[config.mk]
export PLATFORM = sky130hd
export DESIGN_NAME = bitplane_int4_grouped_dot_core
export DESIGN_NICKNAME = d
export VERILOG_FILES = /design/src/hw/rtl/bgd_pkg.sv /design/src/hw/rtl/bgd_ctrl.sv /design/src/hw/rtl/bgd_datapath.sv /design/src/hw/rtl/bitplane_int4_grouped_dot_core.sv
export VERILOG_INCLUDE_DIRS = /design/src /design/src/hw/rtl
export SDC_FILE = /design/constraint.sdc
export NUM_CORES = 1
export LEC_CHECK = 0
export ABC_AREA = 1
export BUFFER_PORTS_ARGS = -buffer_cell sky130_fd_sc_hd__buf_2
export CAP_MARGIN = 20
export CORE_MARGIN = 5
export CORE_UTILIZATION = 55
export DETAILED_ROUTE_END_ITERATION = 6
export PLACE_DENSITY = 0.76
export SLEW_MARGIN = 20
export SYNTH_ARGS = -nofsm -noshare
export SYNTH_HDL_FRONTEND = slang
export SYNTH_SLANG_ARGS = --single-unit
export TNS_END_PERCENT = 30
[constraint.sdc]
create_clock -name clk -period 8.09 [get_ports clk]
set_input_delay 0 -clock clk [delete_from_list [all_inputs] [get_ports clk]]
set_output_delay 0 -clock clk [all_outputs]
set_load 0.005 [all_outputs]
[src/hw/rtl/bitplane_int4_grouped_dot_core_defines.svh]
// Assertion macros for the grouped dot product core.
// Included by the modules that check their own logic; needs clk and rst_n in scope.
`ifndef BITPLANE_INT4_GROUPED_DOT_CORE_DEFINES_SVH
`define BITPLANE_INT4_GROUPED_DOT_CORE_DEFINES_SVH
`ifndef SYNTHESIS
`define BGD_ASSERT_ALWAYS(label, prop) \
    label: assert property (@(posedge clk) disable iff (!rst_n) (prop)) \
        else $error("check failed: invariant");
`define BGD_ASSERT_IMP(label, cond, prop) \
    label: assert property (@(posedge clk) disable iff (!rst_n) (cond) |-> (prop)) \
        else $error("check failed: same-cycle implication");
`define BGD_ASSERT_NXT(label, cond, prop) \
    label: assert property (@(posedge clk) disable iff (!rst_n) (cond) |=> (prop)) \
        else $error("check failed: next-cycle implication");
`else
`define BGD_ASSERT_ALWAYS(label, prop)
`define BGD_ASSERT_IMP(label, cond, prop)
`define BGD_ASSERT_NXT(label, cond, prop)
`endif
`endif

[src/hw/rtl/bgd_pkg.sv]
// Shared constants and controller/datapath interface types for the grouped dot core.
// No dependencies.
package bgd_pkg;

    localparam int MAX_GROUP_DEF = 256;
    localparam int ACC_WIDTH_DEF = 56;
    localparam int ACT_WIDTH_DEF = 16;

    localparam int GSIZE_W   = 9;
    localparam int TIER_W    = 2;
    localparam int SCALE_W   = 16;
    localparam int WEIGHT_W  = 5;
    localparam int DOT_W     = 56;
    localparam int CFG_IDX_W = 2;
    localparam int CFG_DAT_W = 9;

    localparam logic [GSIZE_W-1:0] GSIZE_RESET = 9'd32;

    localparam logic [CFG_IDX_W-1:0] CFG_GROUP_LEN = 2'd0;
    localparam logic [CFG_IDX_W-1:0] CFG_TIER      = 2'd1;

    localparam logic [TIER_W-1:0] TIER_COARSE = 2'd0;
    localparam logic [TIER_W-1:0] TIER_MIDDLE = 2'd1;
    localparam logic [TIER_W-1:0] TIER_ALL    = 2'd2;

    typedef struct packed {
        logic load;
        logic mul;
        logic scale;
        logic acc;
    } cmd_t;

    typedef struct packed {
        logic last;
        logic out_busy;
    } status_t;

endpackage

[src/hw/rtl/bgd_ctrl.sv]
// Sequencer for the grouped dot core: accept, multiply, scale, accumulate.
// Depends on bgd_pkg and the assertion macro header.
`include "bitplane_int4_grouped_dot_core_defines.svh"

module bgd_ctrl
(
    input  logic             clk,
    input  logic             rst_n,
    input  logic             in_valid,
    output logic             in_ready,
    input  bgd_pkg::status_t status,
    output bgd_pkg::cmd_t    cmd
);

    localparam logic [1:0] S_IDLE  = 2'd0;
    localparam logic [1:0] S_MUL   = 2'd1;
    localparam logic [1:0] S_SCALE = 2'd2;
    localparam logic [1:0] S_ACC   = 2'd3;

    logic [1:0] state_reg;
    logic [1:0] state_next;
    logic       acc_go;

    // hold the last element in the accumulate step while a finished sum still waits downstream
    assign acc_go   = !(status.last && status.out_busy);
    assign in_ready = (state_reg == S_IDLE);

    always_comb
    begin
        cmd.load  = 1'b0;
        cmd.mul   = 1'b0;
        cmd.scale = 1'b0;
        cmd.acc   = 1'b0;
        state_next = state_reg;
        case (state_reg)
            S_IDLE:
            begin
                if (in_valid)
                begin
                    cmd.load   = 1'b1;
                    state_next = S_MUL;
                end
            end
            S_MUL:
            begin
                cmd.mul    = 1'b1;
                state_next = S_SCALE;
            end
            S_SCALE:
            begin
                cmd.scale  = 1'b1;
                state_next = S_ACC;
            end
            S_ACC:
            begin
                if (acc_go)
                begin
                    cmd.acc    = 1'b1;
                    state_next = S_IDLE;
                end
            end
            default:
            begin
                state_next = S_IDLE;
            end
        endcase
    end

    always_ff @(posedge clk or negedge rst_n)
    begin
        if (!rst_n)
        begin
            state_reg <= S_IDLE;
        end
        else
        begin
            state_reg <= state_next;
        end
    end

    `BGD_ASSERT_ALWAYS(a_cmd_onehot0, $onehot0({cmd.load, cmd.mul, cmd.scale, cmd.acc}))
    `BGD_ASSERT_NXT(a_load_then_mul, cmd.load, cmd.mul && !in_ready)
    `BGD_ASSERT_IMP(a_no_acc_when_blocked, status.last && status.out_busy, !cmd.acc)

endmodule

[src/hw/rtl/bgd_datapath.sv]
// Datapath of the grouped dot core: config registers, weight rebuild, two multiplies,
// saturating accumulator and result register. Depends on bgd_pkg and the macro header.
`include "bitplane_int4_grouped_dot_core_defines.svh"

module bgd_datapath
#(
    parameter int MAX_GROUP = bgd_pkg::MAX_GROUP_DEF,
    parameter int ACC_WIDTH = bgd_pkg::ACC_WIDTH_DEF,
    parameter int ACT_WIDTH = bgd_pkg::ACT_WIDTH_DEF
)
(
    input  logic                             clk,
    input  logic                             rst_n,
    input  logic                             cfg_valid,
    input  logic [bgd_pkg::CFG_IDX_W-1:0]    cfg_index,
    input  logic [bgd_pkg::CFG_DAT_W-1:0]    cfg_data,
    input  logic signed [ACT_WIDTH-1:0]      activation,
    input  logic                             coarse_bit,
    input  logic                             middle_bit,
    input  logic [1:0]                       fine_code,
    input  logic signed [bgd_pkg::SCALE_W-1:0] group_scale,
    input  logic                             last,
    input  bgd_pkg::cmd_t                    cmd,
    output bgd_pkg::status_t                 status,
    output logic                             out_valid,
    input  logic                             out_ready,
    output logic signed [bgd_pkg::DOT_W-1:0] dot_sum,
    output logic                             saturated
);

    localparam int POS_W   = $clog2(MAX_GROUP);
    localparam int GS_W    = $clog2(MAX_GROUP + 1) > bgd_pkg::GSIZE_W ?
                             $clog2(MAX_GROUP + 1) : bgd_pkg::GSIZE_W;
    localparam int PROD_W  = ACT_WIDTH + bgd_pkg::WEIGHT_W;
    localparam int TERM_W  = PROD_W + bgd_pkg::SCALE_W;
    localparam int SUM_W   = (ACC_WIDTH > TERM_W ? ACC_WIDTH : TERM_W) + 1;
    localparam logic [GS_W-1:0] MAX_GS = GS_W'(MAX_GROUP);

    logic [bgd_pkg::GSIZE_W-1:0]        gsize_reg;
    logic [bgd_pkg::TIER_W-1:0]         tier_reg;
    logic [POS_W-1:0]                   pos_reg;
    logic signed [bgd_pkg::SCALE_W-1:0] scale_reg;
    logic signed [ACT_WIDTH-1:0]        act_reg;
    logic signed [bgd_pkg::WEIGHT_W-1:0] weight_reg;
    logic                               last_reg;
    logic signed [PROD_W-1:0]           prod_reg;
    logic signed [TERM_W-1:0]           term_reg;
    logic signed [ACC_WIDTH-1:0]        acc_reg;
    logic                               clip_reg;
    logic                               out_valid_reg;
    logic signed [bgd_pkg::DOT_W-1:0]   dot_reg;
    logic                               sat_reg;

    logic [GS_W-1:0]                    gs_wide;
    logic [GS_W-1:0]                    gs_eff;
    logic [GS_W-1:0]                    pos_inc;
    logic signed [bgd_pkg::WEIGHT_W-1:0] weight_next;
    logic signed [SUM_W-1:0]            sum;
    logic signed [SUM_W-1:0]            acc_max;
    logic signed [SUM_W-1:0]            acc_min;
    logic signed [ACC_WIDTH-1:0]        acc_next;
    logic                               clip_now;
    logic signed [63:0]                 acc_ext;

    // effective group size: zero acts as one, clamp at the largest group
    always_comb
    begin
        gs_wide = GS_W'(gsize_reg);
        if (gs_wide == '0)
            gs_eff = GS_W'(1);
        else if (gs_wide > MAX_GS)
            gs_eff = MAX_GS;
        else
            gs_eff = gs_wide;
        pos_inc = GS_W'(pos_reg) + GS_W'(1);
    end

    // rebuild the weight from its bit planes; tier three counts as all planes
    always_comb
    begin
        weight_next = coarse_bit ? 5'sd4 : -5'sd4;
        if (tier_reg >= bgd_pkg::TIER_MIDDLE)
            weight_next = weight_next + (middle_bit ? 5'sd2 : -5'sd2);
        if (tier_reg >= bgd_pkg::TIER_ALL)
            weight_next = weight_next + $signed({3'b000, fine_code}) - 5'sd1;
    end

    // exact sum, then clip to the accumulator range
    always_comb
    begin
        acc_max = $signed({{(SUM_W - ACC_WIDTH + 1){1'b0}}, {(ACC_WIDTH - 1){1'b1}}});
        acc_min = ~acc_max;
        sum     = SUM_W'(acc_reg) + SUM_W'(term_reg);
        clip_now = 1'b0;
        if (sum > acc_max)
        begin
            acc_next = ACC_WIDTH'(acc_max);
            clip_now = 1'b1;
        end
        else if (sum < acc_min)
        begin
            acc_next = ACC_WIDTH'(acc_min);
            clip_now = 1'b1;
        end
        else
        begin
            acc_next = ACC_WIDTH'(sum);
        end
        acc_ext = 64'(acc_next);
    end

    always_ff @(posedge clk or negedge rst_n)
    begin
        if (!rst_n)
        begin
            gsize_reg     <= bgd_pkg::GSIZE_RESET;
            tier_reg      <= bgd_pkg::TIER_ALL;
            pos_reg       <= '0;
            scale_reg     <= '0;
            acc_reg       <= '0;
            clip_reg      <= 1'b0;
            out_valid_reg <= 1'b0;
        end
        else
        begin
            if (cfg_valid && cfg_index == bgd_pkg::CFG_GROUP_LEN)
                gsize_reg <= cfg_data;
            if (cfg_valid && cfg_index == bgd_pkg::CFG_TIER)
                tier_reg <= cfg_data[bgd_pkg::TIER_W-1:0];
            if (cmd.load)
            begin
                if (pos_reg == '0)
                    scale_reg <= group_scale;
                if (last || pos_inc >= gs_eff)
                    pos_reg <= '0;
                else
                    pos_reg <= pos_inc[POS_W-1:0];
            end
            if (out_ready)
                out_valid_reg <= 1'b0;
            if (cmd.acc)
            begin
                if (last_reg)
                begin
                    acc_reg       <= '0;
                    clip_reg      <= 1'b0;
                    out_valid_reg <= 1'b1;
                end
                else
                begin
                    acc_reg  <= acc_next;
                    clip_reg <= clip_reg | clip_now;
                end
            end
        end
    end

    always_ff @(posedge clk)
    begin
        if (cmd.load)
        begin
            act_reg    <= activation;
            weight_reg <= weight_next;
            last_reg   <= last;
        end
        if (cmd.mul)
            prod_reg <= PROD_W'(act_reg) * PROD_W'(weight_reg);
        if (cmd.scale)
            term_reg <= TERM_W'(prod_reg) * TERM_W'(scale_reg);
        if (cmd.acc && last_reg)
        begin
            dot_reg <= acc_ext[bgd_pkg::DOT_W-1:0];
            sat_reg <= clip_reg | clip_now;
        end
    end

    assign status.last     = last_reg;
    assign status.out_busy = out_valid_reg && !out_ready;
    assign out_valid       = out_valid_reg;
    assign dot_sum         = dot_reg;
    assign saturated       = sat_reg;

    `BGD_ASSERT_IMP(a_no_result_overwrite, cmd.acc && last_reg, !out_valid_reg || out_ready)
    `BGD_ASSERT_NXT(a_result_posted, cmd.acc && last_reg, out_valid_reg && acc_reg == '0)
    `BGD_ASSERT_NXT(a_pos_clear_on_last, cmd.load && last, pos_reg == '0)

endmodule

[src/hw/rtl/bitplane_int4_grouped_dot_core.sv]
// Top level of the grouped 4-bit weight dot product core.
// Depends on bgd_pkg, bgd_ctrl and bgd_datapath.
// Usage:
//   Input channel (in_valid/in_ready) carries one weight element per item:
//   activation, coarse_bit, middle_bit, fine_code, group_scale and last.
//   The scale is taken from the first element of each group (its length set
//   by config index 0); the element flagged last closes the dot product.
//   Output channel (out_valid/out_ready) carries dot_sum and saturated, one
//   item per dot product, produced by its last element.
//   Config channel (cfg_valid/cfg_ready, cfg_index, cfg_data) is always ready:
//   index 0 writes the group length, index 1 writes tier; other indexes are
//   ignored. Write it only while the core is idle.
// Sequence:
//   Each element steps through accept, activation times weight, times
//   scale, then the saturating add, so one element is in flight at a time.
//   The result is registered in the add step of the last element.
// Reset clears the accumulator, group position, held scale and clip flag
// and restores group length 32, tier 2. If the receiver stalls, the result
// is held in its output register and the next dot product still runs; only
// its own last element waits in the add step until the result is taken.
module bitplane_int4_grouped_dot_core
#(
    parameter int MAX_GROUP = bgd_pkg::MAX_GROUP_DEF,
    parameter int ACC_WIDTH = bgd_pkg::ACC_WIDTH_DEF,
    parameter int ACT_WIDTH = bgd_pkg::ACT_WIDTH_DEF
)
(
    input  logic                               clk,
    input  logic                               rst_n,
    input  logic                               cfg_valid,
    output logic                               cfg_ready,
    input  logic [bgd_pkg::CFG_IDX_W-1:0]      cfg_index,
    input  logic [bgd_pkg::CFG_DAT_W-1:0]      cfg_data,
    input  logic                               in_valid,
    output logic                               in_ready,
    input  logic signed [ACT_WIDTH-1:0]        activation,
    input  logic                               coarse_bit,
    input  logic                               middle_bit,
    input  logic [1:0]                         fine_code,
    input  logic signed [bgd_pkg::SCALE_W-1:0] group_scale,
    input  logic                               last,
    output logic                               out_valid,
    input  logic                               out_ready,
    output logic signed [bgd_pkg::DOT_W-1:0]   dot_sum,
    output logic                               saturated
);

    bgd_pkg::cmd_t    cmd;
    bgd_pkg::status_t status;

    assign cfg_ready = 1'b1;

    bgd_ctrl u_ctrl
    (
        .clk      (clk),
        .rst_n    (rst_n),
        .in_valid (in_valid),
        .in_ready (in_ready),
        .status   (status),
        .cmd      (cmd)
    );

    bgd_datapath
    #(
        .MAX_GROUP (MAX_GROUP),
        .ACC_WIDTH (ACC_WIDTH),
        .ACT_WIDTH (ACT_WIDTH)
    )
    u_datapath
    (
        .clk         (clk),
        .rst_n       (rst_n),
        .cfg_valid   (cfg_valid),
        .cfg_index   (cfg_index),
        .cfg_data    (cfg_data),
        .activation  (activation),
        .coarse_bit  (coarse_bit),
        .middle_bit  (middle_bit),
        .fine_code   (fine_code),
        .group_scale (group_scale),
        .last        (last),
        .cmd         (cmd),
        .status      (status),
        .out_valid   (out_valid),
        .out_ready   (out_ready),
        .dot_sum     (dot_sum),
        .saturated   (saturated)
    );

endmodule
After elaboration in Yosys (flattened, before gate mapping)
Cells that the tools add are included.
- bits in registers: 232
- latch bits: 0
- RAM bits: 0
- memory bits (read-only): 0
- input port bits: 53
- output and inout port bits: 60
- memories kept: 0
- add/sub/neg operators: 5
- multipliers: 2
- div/mod/pow operators: 0
- magnitude comparators: 6
- equality and inequality tests: 6
- shift operators: 0
- mux-type cells: 25
- bitwise operators: 1
- reduce and logical (&&, ||, !) cells: 13
- operators by type and width (cell ; count):
    2-to-1 mux 56 bit ; 3
    adder 56 x 37 -> 57 bit ; 1
    > comparator 57 x 56 -> 1 bit (second input constant) ; 1
    less-than comparator 57 x 56 -> 1 bit (second input constant) ; 1
    multiplier 21 x 16 -> 37 bit ; 1
    multiplier 16 x 5 -> 21 bit ; 1
    2-to-1 mux 5 bit ; 4
    2-to-1 mux 9 bit ; 2
    2-to-1 mux 1 bit ; 12
    adder 8 x 1 -> 9 bit (second input constant) ; 1
    >= comparator 9 bit ; 1
    > comparator 9 bit (second input constant) ; 1
    logical NOT 9 bit ; 1
    logical NOT 8 bit ; 1
    2-to-1 mux 8 bit ; 1
    one-hot mux 2 bit (4 select lines) ; 1
    adder 5 x 3 -> 5 bit ; 1
    adder 5 bit ; 1
    logical AND 1 bit ; 5
    subtractor 5 x 2 -> 5 bit (second input constant) ; 1
    equality test 2 x 1 -> 1 bit (second input constant) ; 2
    equality test 2 bit (second input constant) ; 2
    logical NOT 2 bit ; 2
    2-to-1 mux 2 bit ; 2
    7 further kinds ; 9

Depth between registers and ports, before layout
- depth after elaboration: 6
- gate-level depth with buffers: 29
- gate-level depth less buffers: 27

Hierarchy
Synthesis repeated with hierarchy kept, for this count alone.
- cells, all modules: 3846
- area total of the unflattened synthesis: 29851.1 sq um
- by module, submodules not included (module ; times used ; cells an instance ; area each (sq um) ; seq. area each (sq um)):
    bgd_datapath ; 1 ; 3820 ; 29654.7 ; 6443.7
    bgd_ctrl ; 1 ; 24 ; 185.2 ; 50.0
    bitplane_int4_grouped_dot_core ; 1 ; 2 ; 11.3 ; 0.0

Worst setup path after synthesis
OpenSTA, ideal clock, no wires.
- kind: register -> register
- start: reg u_datapath.prod_reg[10]
- end: reg u_datapath.term_reg[30] (data pin)
- data arrival time: 5877 ps
- setup slack: 1960 ps
- stages on the path, launching flop included: 27
- buffers on the path: 2
- period minus slack after synthesis: 6130 ps
- cell sequence: edfxtp_1 > clkbuf_1 > clkbuf_1 > nand2_1 > fa_1 > inv_1 > fa_1 > fa_1 > inv_1 > fa_1 > inv_1 > fa_1 > inv_1 > fa_1 > inv_1 > ha_1 > a21oi_1 > inv_1 > a31oi_1 > a21boi_0 > o21ai_0 > a21boi_0 > o21ai_0 > nand4_1 > nand2_1 > nand2_1 > nand2_1
- word-level cells in the longest chain between the ends: 1
- RTL lines (item ; RTL line ; RTL):
    from (decl) ; bgd_datapath.sv:46 ; logic signed [PROD_W-1:0] prod_reg;
    from (signal assigned) ; bgd_datapath.sv:167 ; prod_reg <= PROD_W'(act_reg) * PROD_W'(weight_reg);
    multiplier 21 x 16 -> 37 bit ; bgd_datapath.sv:169 ; term_reg <= TERM_W'(prod_reg) * TERM_W'(scale_reg);
    to (signal assigned) ; bgd_datapath.sv:169 ;
    to (decl) ; bgd_datapath.sv:47 ; logic signed [TERM_W-1:0] term_reg;
Every way passes these cells.
A chain may end at the register's enable or synchronous reset.

Worst setup path in the final report
- start: reg u_datapath.scale_reg[4] (netlist bit)
- end: reg u_datapath.term_reg[36] (data pin)
- word-level cells in the longest chain between the ends: 1
- RTL lines (item ; RTL line ; RTL):
    from (decl) ; bgd_datapath.sv:42 ; logic signed [bgd_pkg::SCALE_W-1:0] scale_reg;
    from (signal assigned) ; bgd_datapath.sv:133 ; scale_reg <= group_scale;
    multiplier 21 x 16 -> 37 bit ; bgd_datapath.sv:169 ;
Every way passes these cells.

==> impl_metrics.ini <==
[sta]
finalCritPeriodShare_pct = 86.57
setup_slack_ns = 1.087
clock.fmax_mhz = 142.8
slew_violations = 0
slew_headroom_pct = 36.61
worstMarginPinSlew_ns = 0.9498
whs_ns = 0.04388
setup-tns-final_ns = 0
rsz0062_at_grt = false
min_period_ns = 7.003
hold_viol = 0
setup_viol_count_final = 0
fin_skew_ns = 0.02047

[synth]
yosysSeqAreaShare_pct = 21.84
syn_area_mm2 = 0.02973
synth.yosys.warnings = 0
yosysUniqueCellTypes = 50
ys_async_sr_fraction_pct = 40.95
synth_area_per_cell_um2 = 7.730
syn_inst = 3846
syn-num-nets = 4488
synth_seq_cells = 232
synth_edf_count = 137
synthFlopType = edfxtp_1

[clock_network]
cts_hold_buf = 53
clock-sinks = 232
clk_latency_ns = 0.58
clk_pin_slew_ns = 0.06
clockBufferDepth = 3
post_cts_buffers = 0
root_buffer = clkbuf_16
cts_tree = done
htreeDepth = 1
ctsResizeCount = 0
cts_buffers = 28

[global_routing]
grt_pass1_wl_um = 123400
grt_pass1_vias = 24391
grt_max_degree = 59
grt_use_total_pct = 25.59
antenna_found_initial = 0
grt_overflow_total = 0

[cells_and_area]
final_cell_mix = nand2_1, inv_1, fa_1, ha_1, nor2_1
num_antenna_cells = 0
final_common_cell = nand2_1
nNetsFinal = 4590
drive_gt1_share_pct = 6.826
nFillCells = 4801
multi_input_area_mm2 = 0.01924
synthToLayoutAreaGrowth_pct = 8.502
seq_area_mm2 = 0.006494

[die]
ios = 113
die_h_um = 242.5
fp.dieW_um = 242.5
placementRows = 85
dieArea_mm2 = 0.05880
start_util_pct = 55.35
core_region_area_mm2 = 0.05371

[worst_hold_path]
hold_path_end = u_datapath.weight_reg[4]$_DFFE_PP_
hold_depth = 5
hp-class = input port to flip-flop
min-delay-start = coarse_bit

[setup_path]
r2r-start = u_datapath.scale_reg[4]$_DFFE_PN0P_
endpoint_kind = flip-flop
r2r_end = u_datapath.term_reg[36]$_DFFE_PP_
startpoint_type = flip-flop
cp_max_fo = 22
worstPathRequired_ns = 8.41
rrSetupSlack_ns = 1.09
cp_data_arrival_time_ns = 7.32
setup.worst_path.class = flip-flop to flip-flop
worstRegToRegCells = 18

[detailed_routing]
dr.pass1.iters = 5
vias = 23719
wl_um = 73980
wire_per_inst_um = 15.86
drc = 0
ant_nets = 0
drt_iter0_drc = 1441
via_per_inst = 5.083

[placement]
io_buffers = 111
hpwl_um = 60340
dp_slack_ns = 1.056
place.gp.congestion = 0.9755

[run]
max-cap-violations = 0

[status]
status = finished clean
-- kinds of logic (layout without fill, tap and decap cells) --
family / Yosys count / count (layout) / share of synthesized area [%]
compound gates: 221 / 221 / 4.099
simple gates: 1654 / 1654 / 22.95
buf+inv: 1052 / 1176 / 13.53
other cells: 1 / 1 / 0.01261
flops: 232 / 232 / 21.84
fa+ha+maj: 589 / 589 / 34.46
xor+xnor: 75 / 75 / 2.273
mux: 22 / 22 / 0.8333
-- cells in the mapped netlist (all sizes together), types with 20 or more instances --
master	count	area, um2
nand3	107	545.5
nand2	1278	5042
o21ai	58	290.3
edfxtp	137	4114
or2	23	143.9
clkbuf	86	322.8
nor3	20	100.1
nor2	185	714.4
ha	206	2577
dfrtp	93	2327
inv	943	3540
xnor2	28	245.2
a21oi	122	614.3
mux2	22	247.7
xor2	47	430.4
fa	383	7667
-- critical path, cell delays in order (launching register included) --
cell     delay (ns)
dfrtp_1        0.90
nand2_1        0.32
fa_1           0.65
inv_1          0.07
fa_1           0.89
inv_1          0.14
fa_1           0.61
inv_1          0.08
fa_1           0.52
fa_1           0.52
fa_1           0.50
ha_1           0.35
nand2_1        0.09
nor2_1         0.09
inv_1          0.08
nor4_1         0.45
nand3_1        0.25
nand2_1        0.16
xor2_1         0.08
-- through the flow --
step / instances / util [%] / area (um2)
final: 4666 / 60.06 / 32260
after floorplan: 3846 / - / 29730
after global placement: 4561 / 57.36 / 30810
after detailed placement: 4561 / 57.36 / 30810
after CTS: 4666 / 60.05 / 32250
after global routing: 4666 / 60.06 / 32260
-- area by class of cell --
type | count | area share, %
clock buffers | 34 | 2.304
clock inverters | 18 | 0.4771
inverters | 948 | 11.03
multi-input cells | 2562 | 59.65
flip-flops and latches | 232 | 20.13
well taps | 696 | 2.700
repair buffers | 176 | 3.708
-- worst max path at each step --
stage                                        start                                end  slack [ns]  cells after the start
2_1_floorplan    u_datapath.prod_reg[10]$_DFFE_PN_  u_datapath.term_reg[30]$_DFFE_PP_        1.96                     26
3_3_place_gp   u_datapath.scale_reg[4]$_DFFE_PN0P_  u_datapath.term_reg[36]$_DFFE_PP_        1.14                     18
3_5_place_dp   u_datapath.scale_reg[4]$_DFFE_PN0P_  u_datapath.term_reg[36]$_DFFE_PP_        1.06                     18
4_1_cts        u_datapath.scale_reg[4]$_DFFE_PN0P_  u_datapath.term_reg[36]$_DFFE_PP_        1.08                     18
5_1_grt        u_datapath.scale_reg[4]$_DFFE_PN0P_  u_datapath.term_reg[36]$_DFFE_PP_        0.73                     18
6_report       u_datapath.scale_reg[4]$_DFFE_PN0P_  u_datapath.term_reg[36]$_DFFE_PP_        1.09                     18
-- per-layer routing --
metal  track usage, %  wire length (um)  up-vias
met3            3.751              4619      149
li1                 -                 -    11590
met1            33.43             30940    11195
met2            44.50             35790      785
met5                0                 0        -
met4            7.654              2635        0
Power is not shown: default switching activity piles up to over one toggle a cycle in this logic, so the estimate is an artifact.
